<file path="src/rtl/pci_pkg.sv">
`default_nettype none
// ----------------------------------------------------------------------------
// Palette color indexer package
// Shared types and constants for the palette cell chain and its controller.
// ----------------------------------------------------------------------------
package pci_pkg;

  localparam int IDX_W = 8;
  localparam int RGB_W = 24;

  typedef logic [IDX_W-1:0] idx_t;
  typedef logic [RGB_W-1:0] rgb_t;

  localparam idx_t FULL_INDEX = 8'hFF;
  localparam logic [7:0] THR_RESET = 8'h7F;

  // Search or read token that walks down the cell chain.
  typedef struct packed {
    logic vld;
    logic rd;
    logic hit;
    idx_t idx;
    rgb_t rgb;
  } tok_t;

  // Broadcast palette write.
  typedef struct packed {
    logic en;
    idx_t idx;
    rgb_t rgb;
  } wr_t;

endpackage : pci_pkg
`default_nettype wire

</file>
<file path="src/rtl/pci_cell.sv">
`default_nettype none
// ----------------------------------------------------------------------------
// Palette cell
// Holds one palette entry and passes the search or read token to its neighbor.
// ----------------------------------------------------------------------------
module pci_cell
  import pci_pkg::*;
#(
  parameter int CELL_IDX = 1
) (
  input  wire logic clk,
  input  wire logic rst_n,
  input  wire rgb_t query_rgb,
  input  wire wr_t  wr,
  input  wire tok_t tok_in,
  output tok_t      tok_out
);

  localparam idx_t MY_IDX = idx_t'(CELL_IDX);

  rgb_t entry_r;
  logic used_r;
  tok_t tok_r;
  tok_t tok_nxt;

  always_comb begin
    tok_nxt = tok_in;
    if (tok_in.vld) begin
      if (tok_in.rd) begin
        if (tok_in.idx == MY_IDX) begin
          tok_nxt.rgb = used_r ? entry_r : '0;
        end
      end else if (!tok_in.hit && used_r && (entry_r == query_rgb)) begin
        tok_nxt.hit = 1'b1;
        tok_nxt.idx = MY_IDX;
      end
    end
  end

  always_ff @(posedge clk) begin
    if (!rst_n) begin
      tok_r  <= '0;
      used_r <= 1'b0;
    end else begin
      tok_r <= tok_nxt;
      if (wr.en && (wr.idx == MY_IDX)) begin
        used_r <= 1'b1;
      end
    end
  end

  always_ff @(posedge clk) begin
    if (wr.en && (wr.idx == MY_IDX)) begin
      entry_r <= wr.rgb;
    end
  end

  assign tok_out = tok_r;

endmodule : pci_cell
`default_nettype wire

</file>
<file path="config.mk">
export PLATFORM = sky130hd
export DESIGN_NAME = pci_cell
export DESIGN_NICKNAME = d
export VERILOG_FILES = /design/src/rtl/pci_pkg.sv /design/src/rtl/pci_cell.sv
export SDC_FILE = /design/constraint.sdc
export NUM_CORES = 1
export LEC_CHECK = 0
export CAP_MARGIN = 40
export CORE_ASPECT_RATIO = 2
export CORE_MARGIN = 2
export CORE_UTILIZATION = 40
export DETAILED_ROUTE_END_ITERATION = 12
export DONT_BUFFER_PORTS = 1
export SLEW_MARGIN = 20
export SYNTH_ARGS = -nofsm -noshare
export SYNTH_HDL_FRONTEND = slang
export SYNTH_SLANG_ARGS = --single-unit
</file>
<file path="constraint.sdc">
create_clock -name clk -period 7.5 [get_ports clk]
set_clock_uncertainty 0.1 [all_clocks]
set_input_delay 0.375 -clock clk [delete_from_list [all_inputs] [get_ports clk]]
set_output_delay 0.375 -clock clk [all_outputs]
set_load 0.02 [all_outputs]
</file>
==> flow_metrics.env, run 1 <==
export IMPL_dp_cells=260
export IMPL_cts_tree="yes"
export IMPL_ys_types=28
export IMPL_cts_resized_gates=0
export IMPL_finalNetCount=304
export IMPL_wire_per_inst_um=20.5
export IMPL_grt_pass1_wl_um=8580
export IMPL_fin_crit_sh_pct=27.7
export IMPL_fin_crit_ps=2080
export IMPL_drtIter0Drc=81
export IMPL_end_kind="flip-flop"
export IMPL_ys_ff_latch=60
export IMPL_viasPerCell=5.58
export IMPL_yosys_top_cells_area="dfxtp_1 (30%), edfxtp_1 (30%), xnor2_1 (6.3%)"
export IMPL_outcome="finished, final reports clean"
export IMPL_yosysWarnings=0
export IMPL_finalSetupViolCount=0
export IMPL_synth_top_cell_area_share_pct=30.3
export IMPL_die_area_mm2=0.00662
export IMPL_synth_edf_count=24
export IMPL_diodes=0
export IMPL_synth_fa_ha_area_share_pct=0
export IMPL_core_area_mm2=0.00571
export IMPL_cp_start_kind="flip-flop"
export IMPL_gr_total_overflow=0
export IMPL_cts_buffers=9
export IMPL_drive_gt1_share_pct=11.6
export IMPL_synth_seq_area_share_pct=60.5
export IMPL_rrSetupSlack_ps=5420
export IMPL_grtUsageTotal_pct=18.2
export IMPL_slew_viol_final=0
export IMPL_cts_htree_levels=3
export IMPL_syn_to_final_growth_pct=14.2
export IMPL_worstSetupPathType="reg -> reg"
export IMPL_synth_most_common_cell="dfxtp_1"
export IMPL_post_cts_buffers=0
export IMPL_yosys_top_cells_count="dfxtp_1 (36), nand2_1 (32), edfxtp_1 (24), nand3_1 (24), xnor2_1 (17)"
export IMPL_io_pins=129
export IMPL_rows=39
export IMPL_hold_path_class="in -> reg"
export IMPL_critPathMaxFanout=5
export IMPL_synth_nets=301
export IMPL_postSynthAreaPerCell_um2=11.5
export IMPL_start_util_pct=41.7
export IMPL_die_x_um=58.6
export IMPL_clock_sinks=60
export IMPL_netlist_area_mm2=0.00238
export IMPL_clockRootBuffer="clkbuf_16"
export IMPL_cap_violations=0
export IMPL_layout_cells_non_filler=276
export IMPL_synthMuxAreaShare_pct=0
export IMPL_clkTransAtPathRegs_ps=50
export IMPL_drtAntennaViolNets=0
export IMPL_grt_pass1_vias=1720
export IMPL_cts_hold_repair_buffers=0
export IMPL_dp_hpwl_um=4220
export IMPL_gp_congestion=0.722
export IMPL_wirelength_um=5650
export IMPL_synth_top_family_by_area="simple AND/OR/NAND/NOR gates"
export IMPL_grt_max_degree=38
export IMPL_rsz0062_at_grt="false"
export IMPL_drc=0
export IMPL_syn_inst=207
export IMPL_critPathArrivalTime_ps=2160
export IMPL_grt_antenna_before_repair=0
export IMPL_yosysTopAreaCell="dfxtp_1"
export IMPL_power_density_mw_per_mm2=280
export IMPL_worstPathRequired_ps=7580
export IMPL_placement_io_buffers=0
export IMPL_fin_setup_tns_ps=0
export IMPL_fill_cells=524
export IMPL_die_y_um=113
export IMPL_yosys_area_share_simple_pct=17.3
export IMPL_first_pass_iters=4
export IMPL_worst_slew_pin_slew_ps=587
export IMPL_max_slew_margin_pct=60.3
export IMPL_synth_compound_area_share_pct=10.2
export IMPL_ys_flop_type="dfxtp_1"
export IMPL_power_leakage_nw=0.995
export IMPL_num_vias=1539
export IMPL_ys_async_sr_fraction_pct=0
export IMPL_clk_latency_ps=320
export IMPL_fmax_ghz=0.481
export IMPL_peakVddDrop_v=0.000253
export IMPL_synth_xor_area_share_pct=8.83
export IMPL_hold_violations=0
export IMPL_clk_path_buf_depth=2
-- layout by cell type, fill, tap and decap left out, drive strengths merged --
cell / n
edfxtp: 24
buf: 5
nand2: 32
clkbuf: 11
and4b: 1
xnor2: 17
nand3: 24
a21oi: 7
nand4b: 1
nor4b: 2
nand4: 4
xor2: 7
nor4: 4
nand3b: 1
o21a: 1
clkinv: 4
dfxtp: 36
clkinvlp: 1
a21boi: 24
and4bb: 2
and2: 2
nor4bb: 1
a32o: 2
nor2: 1
nor2b: 1
-- area by class of cell --
class / count / area, µm² / share of cell area [%]
flip-flops and latches: 60 / 1440 / 53.0
multi-input cells: 134 / 872 / 32.1
clock buffers: 11 / 253 / 9.30
well taps: 61 / 76.3 / 2.81
repair buffers: 5 / 50.0 / 1.84
clock inverters: 5 / 26.3 / 0.966
-- worst max-delay path, cell delays in order, from the launching register on --
cell and delay (ps):
edfxtp_1 400, xor2_1 160, nor4_1 400, nor4bb_1 540, buf_2 260, a21oi_1 70
-- power breakdown --
part | internal, mW | switching, mW | leakage (nW)
clock network | 0.238 | 0.137 | 0.139
registers | 0.350 | 0.0167 | 0.515
logic | 0.0119 | 0.00743 | 0.341
-- routing by layer --
metal	part of all wire [%]	GRT usage, %
met1	34	18.7
met2	54	30.4
met3	8.6	7.09
met4	3.3	10.4
met5	0	0
-- registers in the layout (all words and copies together), names as in the netlist --
signal	flops
used_r	1
entry_r	24
tok_out	35
-- path summary, 6_finish.rpt --
| kind | from | end | cells past startpoint |
|---|---|---|---|
| max | entry_r[7]$_DFFE_PP_ | tok_out[30]$_SDFF_PN0_ | 5 |
| min | wr[16] | entry_r[16]$_DFFE_PP_ | 0 |
| max reg2reg | entry_r[7]$_DFFE_PP_ | tok_out[30]$_SDFF_PN0_ | 5 |
| min reg2reg | entry_r[6]$_DFFE_PP_ | tok_out[6]$_SDFF_PN0_ | 2 |
-- metrics by stage --
| step | util [%] | area [µm²] | hold WS, ps | setup WS (ps) | power, mW |
|---|---|---|---|---|---|
| 4_1_cts | 47.6 | 2720 | 31.8 | 5330 | 0.769 |
| 3_5_place_dp | 42.7 | 2440 | 374 | 5330 | 0.393 |
| 3_3_place_gp | 42.1 | 2400 | 374 | 5200 | 0.392 |
| 5_1_grt | 47.6 | 2720 | 31.0 | 5170 | 0.790 |
| 6_report | 47.6 | 2720 | 42.7 | 5420 | 0.761 |
| 2_1_floorplan | - | 2380 | 374 | 3560 | 0.391 |
-- kinds of logic after synthesis --
kind of cell	Yosys count
flops	60
xor+xnor	24
simple gates	76
compound gates	34
buf+inv	13
No activity file was read; power rests on OpenSTA's default activity.
==> run 2: changes to the inputs <==
- clock period: 7.5 -> 1.8 ns (I/O delays scaled with it)
==> flow_metrics.env, run 2 (synthesized netlist as in run 1, its figures left out) <==
export IMPL_pwr_share_clk_pct=48.1
export IMPL_grtUsageTotal_pct=21.2
export IMPL_worst_hold_slack_ps=35.3
export IMPL_drc=0
export IMPL_hold_violations=0
export IMPL_grt_antenna_before_repair=0
export IMPL_p_int_mw=2.69
export IMPL_die_y_um=113
export IMPL_core_area_mm2=0.00571
export IMPL_clockRootBuffer="clkbuf_16"
export IMPL_power_density_mw_per_mm2=961
export IMPL_gp_congestion=0.683
export IMPL_most_common_layout_cells="dlygate4sd3_1 (68), dfxtp_1 (36), nand2_1 (32), nand3_1 (24), edfxtp_1 (24)"
export IMPL_hold_path_class="in -> reg"
export IMPL_rows=39
export IMPL_multi_input_area_um2=917
export IMPL_design_area_mm2=0.00350
export IMPL_switchingPower_mw=0.678
export IMPL_grt_pass1_wl_um=10100
export IMPL_critPathMaxFanout=7
export IMPL_fill_cells=437
export IMPL_place_area_mm2=0.00249
export IMPL_clkTransAtPathRegs_ps=50
export IMPL_fin_setup_tns_ps=0
export IMPL_io_pins=129
export IMPL_cap_violations=0
export IMPL_finalSetupViolCount=0
export IMPL_fin_crit_ps=1700
export IMPL_drtAntennaViolNets=0
export IMPL_diodes=0
export IMPL_gr_total_overflow=0
export IMPL_largest_reg_flops=35
export IMPL_cts_htree_levels=3
export IMPL_drive_gt1_share_pct=11.1
export IMPL_setup_slack_ps=104
export IMPL_outcome="finished, final reports clean"
export IMPL_clk_path_buf_depth=2
export IMPL_fin_crit_sh_pct=94.2
export IMPL_finalNetCount=377
export IMPL_critPathArrivalTime_ps=1800
export IMPL_viasPerCell=5.23
export IMPL_start_util_pct=41.7
export IMPL_clock_sinks=60
export IMPL_first_pass_iters=4
export IMPL_place_ws_ps=-93.1
export IMPL_cp_start_kind="flip-flop"
export IMPL_dp_hpwl_um=4140
export IMPL_worstHoldPathCells=2
export IMPL_clk_latency_ps=320
export IMPL_placement_io_buffers=0
export IMPL_cts_buffers=9
export IMPL_worstSetupPathType="reg -> reg"
export IMPL_worstRegToRegCells=6
export IMPL_die_area_mm2=0.00662
export IMPL_finalPower_mw=3.37
export IMPL_worst_slew_pin_slew_ps=436
export IMPL_max_slew_margin_pct=70.8
export IMPL_worstPathRequired_ps=1910
export IMPL_cts_tree="yes"
export IMPL_seqCellArea_mm2=0.00144
export IMPL_pwr_share_comb_pct=6.5
export IMPL_swShare_pct=20.1
export IMPL_drtIter0Drc=64
export IMPL_wirelength_um=6420
export IMPL_grt_pass1_vias=2074
export IMPL_num_vias=1827
export IMPL_fmax_ghz=0.590
export IMPL_power_leakage_nw=1.33
export IMPL_peakVddDrop_v=0.000844
export IMPL_end_kind="flip-flop"
export IMPL_slew_viol_final=0
export IMPL_die_x_um=58.6
export IMPL_syn_to_final_growth_pct=47.1
export IMPL_p_seq_share_pct=45.4
export IMPL_final_common_cell="dlygate4sd3_1"
export IMPL_grt_max_degree=29
export IMPL_wire_per_inst_um=18.4
[run 2: cell count changes in the layout (fill, tap and decap cells not counted), moves of 2 or more]
cell / before / now
nor4_1: 2 / 0
clkinv_2: 3 / 1
clkbuf_1: 0 / 2
dlygate4sd3_1: 0 / 68
buf_4: 2 / 8
clkbuf_8: 2 / 4
[run 2: final cells by class]
cell class / instances / area share (%)
flip-flops and latches: 60 / 41.1
well taps: 61 / 2.18
multi-input cells: 134 / 26.2
repair buffers: 78 / 22.1
clock inverters: 1 / 0.143
clock buffers: 15 / 8.21
[run 2: worst max-delay path: stages, from the launching register on]
cell and delay (ps):
edfxtp_1 400, xor2_1 160, nor4_2 330, buf_4 170
nor4bb_4 170, buf_4 180, a21oi_1 70
[run 2: per-stage QoR]
stage / instances / util, %
final: 349 / 61.4
after floorplan: 207 / -
after global routing: 349 / 61.4
after detailed placement: 263 / 43.5
after global placement: 263 / 43.5
after CTS: 347 / 60.7
[run 2: path summary, 6_finish.rpt]
check	startpoint	endpoint	slack, ps
max	entry_r[4]$_DFFE_PP_	tok_out[31]$_SDFF_PN0_	100
max reg2reg	entry_r[4]$_DFFE_PP_	tok_out[31]$_SDFF_PN0_	100
min	wr[25]	entry_r[18]$_DFFE_PP_	40
min reg2reg	entry_r[3]$_DFFE_PP_	tok_out[3]$_SDFF_PN0_	500
[run 2: power by group through the flow]
stage                     Combinational, mW  Sequential, mW  Clock [mW]
after floorplan                      0.0799            1.55           0
after global placement               0.0836            1.56           0
after detailed placement             0.0853            1.55           0
after CTS                             0.212            1.53        1.67
after global routing                  0.241            1.53        1.73
final                                 0.219            1.53        1.62
[run 2: per-layer routing]
layer,GRT usage (%),wire length (µm),up-vias
li1,-,-,882
met1,20.7,2180,849
met2,38.0,3660,85
met3,6.86,404,11
met4,10.9,181,0
met5,0,0,-
[run 2: what timing repair did]
item	in CTS	in global routing
endpoints found under the hold margin	60	0
pin swaps	1	2
setup buffers	0	1
hold buffers	68	0
gates resized for setup	1	2
setup endpoints to repair	7	9
==> run 3: changes to the inputs <==
--- a/config.mk
+++ b/config.mk
@@ -13,2 +13,3 @@
 export DONT_BUFFER_PORTS = 1
+export SETUP_SLACK_MARGIN = 0.02
 export SLEW_MARGIN = 20
--- a/constraint.sdc
+++ b/constraint.sdc
@@ -4,2 +4,2 @@
 set_output_delay 0.09 -clock clk [all_outputs]
-set_load 0.02 [all_outputs]
+set_load 0.005 [all_outputs]
==> flow_metrics.env, run 3 (synthesized netlist as in run 1, its figures left out) <==
export IMPL_gp_congestion=0.683
export IMPL_peakVddDrop_v=0.000842
export IMPL_fin_setup_tns_ps=0
export IMPL_syn_to_final_growth_pct=47.1
export IMPL_fin_crit_sh_pct=94.3
export IMPL_cap_violations=0
export IMPL_clockRootBuffer="clkbuf_16"
export IMPL_end_kind="flip-flop"
export IMPL_power_leakage_nw=1.33
export IMPL_most_common_layout_cells="dlygate4sd3_1 (68), dfxtp_1 (36), nand2_1 (32), nand3_1 (24), edfxtp_1 (24)"
export IMPL_finalNetCount=377
export IMPL_cts_buffers=9
export IMPL_diodes=0
export IMPL_worstPathRequired_ps=1910
export IMPL_worst_slew_pin_slew_ps=435
export IMPL_grt_max_degree=29
export IMPL_cp_start_kind="flip-flop"
export IMPL_power_density_mw_per_mm2=948
export IMPL_slew_viol_final=0
export IMPL_viasPerCell=5.21
export IMPL_grt_antenna_before_repair=0
export IMPL_clk_latency_ps=320
export IMPL_max_slew_margin_pct=70.9
export IMPL_die_area_mm2=0.00662
export IMPL_first_pass_iters=4
export IMPL_finalSetupViolCount=0
export IMPL_worst_hold_slack_ps=35.7
export IMPL_fmax_ghz=0.589
export IMPL_outcome="finished, final reports clean"
export IMPL_grt_pass1_wl_um=10100
export IMPL_layout_cells_non_filler=349
export IMPL_die_y_um=113
export IMPL_clkTransAtPathRegs_ps=50
export IMPL_die_x_um=58.6
export IMPL_place_area_mm2=0.00249
export IMPL_gr_total_overflow=0
export IMPL_grtUsageTotal_pct=21.2
export IMPL_finalPower_mw=3.32
export IMPL_drive_gt1_share_pct=11.1
export IMPL_fin_crit_ps=1700
export IMPL_dp_cells=263
export IMPL_clock_sinks=60
export IMPL_dp_hpwl_um=4140
export IMPL_num_vias=1820
export IMPL_design_area_mm2=0.00350
export IMPL_fill_cells=437
export IMPL_wire_per_inst_um=18.4
export IMPL_start_util_pct=41.7
export IMPL_largest_reg_flops=35
export IMPL_final_common_cell="dlygate4sd3_1"
export IMPL_rsz0062_at_grt="true"
export IMPL_clk_path_buf_depth=2
export IMPL_grt_pass1_vias=2076
export IMPL_drtAntennaViolNets=0
export IMPL_critPathArrivalTime_ps=1800
export IMPL_critPathMaxFanout=7
export IMPL_core_area_mm2=0.00571
export IMPL_hold_violations=0
export IMPL_worstSetupPathType="reg -> reg"
export IMPL_cts_tree="yes"
export IMPL_hold_path_class="in -> reg"
export IMPL_placement_io_buffers=0
export IMPL_drc=0
export IMPL_io_pins=129
export IMPL_drtIter0Drc=65
export IMPL_rows=39
export IMPL_cts_htree_levels=3
export IMPL_wirelength_um=6420
==> run 3: layout make-up <==
class	count	area, µm²	area share (%)
Sequential cell	60	1440	41.1
Timing Repair Buffer	78	776	22.1
Clock buffer	15	288	8.21
Clock inverter	1	5.00	0.143
Multi-Input combinational cell	134	917	26.2
Tap cell	61	76.3	2.18
==> run 3: final timing paths <==
kind / start / end / slack, ps / cells after the start
min: wr[25] / entry_r[18]$_DFFE_PP_ / 40 / 2
min reg2reg: entry_r[3]$_DFFE_PP_ / tok_out[3]$_SDFF_PN0_ / 500 / 2
max: entry_r[4]$_DFFE_PP_ / tok_out[31]$_SDFF_PN0_ / 100 / 6
max reg2reg: entry_r[4]$_DFFE_PP_ / tok_out[31]$_SDFF_PN0_ / 100 / 6
==> run 3: routing by layer <==
metal,wire [µm],track usage [%]
met4,181,10.9
met5,0,0
met2,3660,38.0
met3,391,6.86
met1,2190,20.7
==> run 3: repair_timing <==
| item | in CTS | in global routing |
|---|---|---|
| resized for setup | 1 | 2 |
| setup buffers | 0 | 1 |
| hold buffers | 68 | 0 |
| pin swaps | 1 | 2 |
| hold endpoints to repair | 60 | 0 |
| setup endpoints to repair | 7 | 9 |
==> run 3: worst max-delay path: stages (launching register included) <==
cell and delay (ps):
edfxtp_1 400, xor2_1 160, nor4_2 330, buf_4 170, nor4bb_4 170, buf_4 180
a21oi_1 70
==> run 3: power breakdown <==
group	leakage (nW)	switching, mW	total, mW	internal [mW]
logic	0.666	0.0673	0.219	0.152
registers	0.515	0.0222	1.48	1.46
clock network	0.146	0.542	1.62	1.08
==> run 3: per-stage QoR <==
step	worst slack, ps	utilization, %
5_1_grt	-0.716	61.4
3_3_place_gp	-86.3	43.5
2_1_floorplan	-84.3	-
3_5_place_dp	-93.1	43.5
4_1_cts	3.72	60.7
6_report	103	61.4
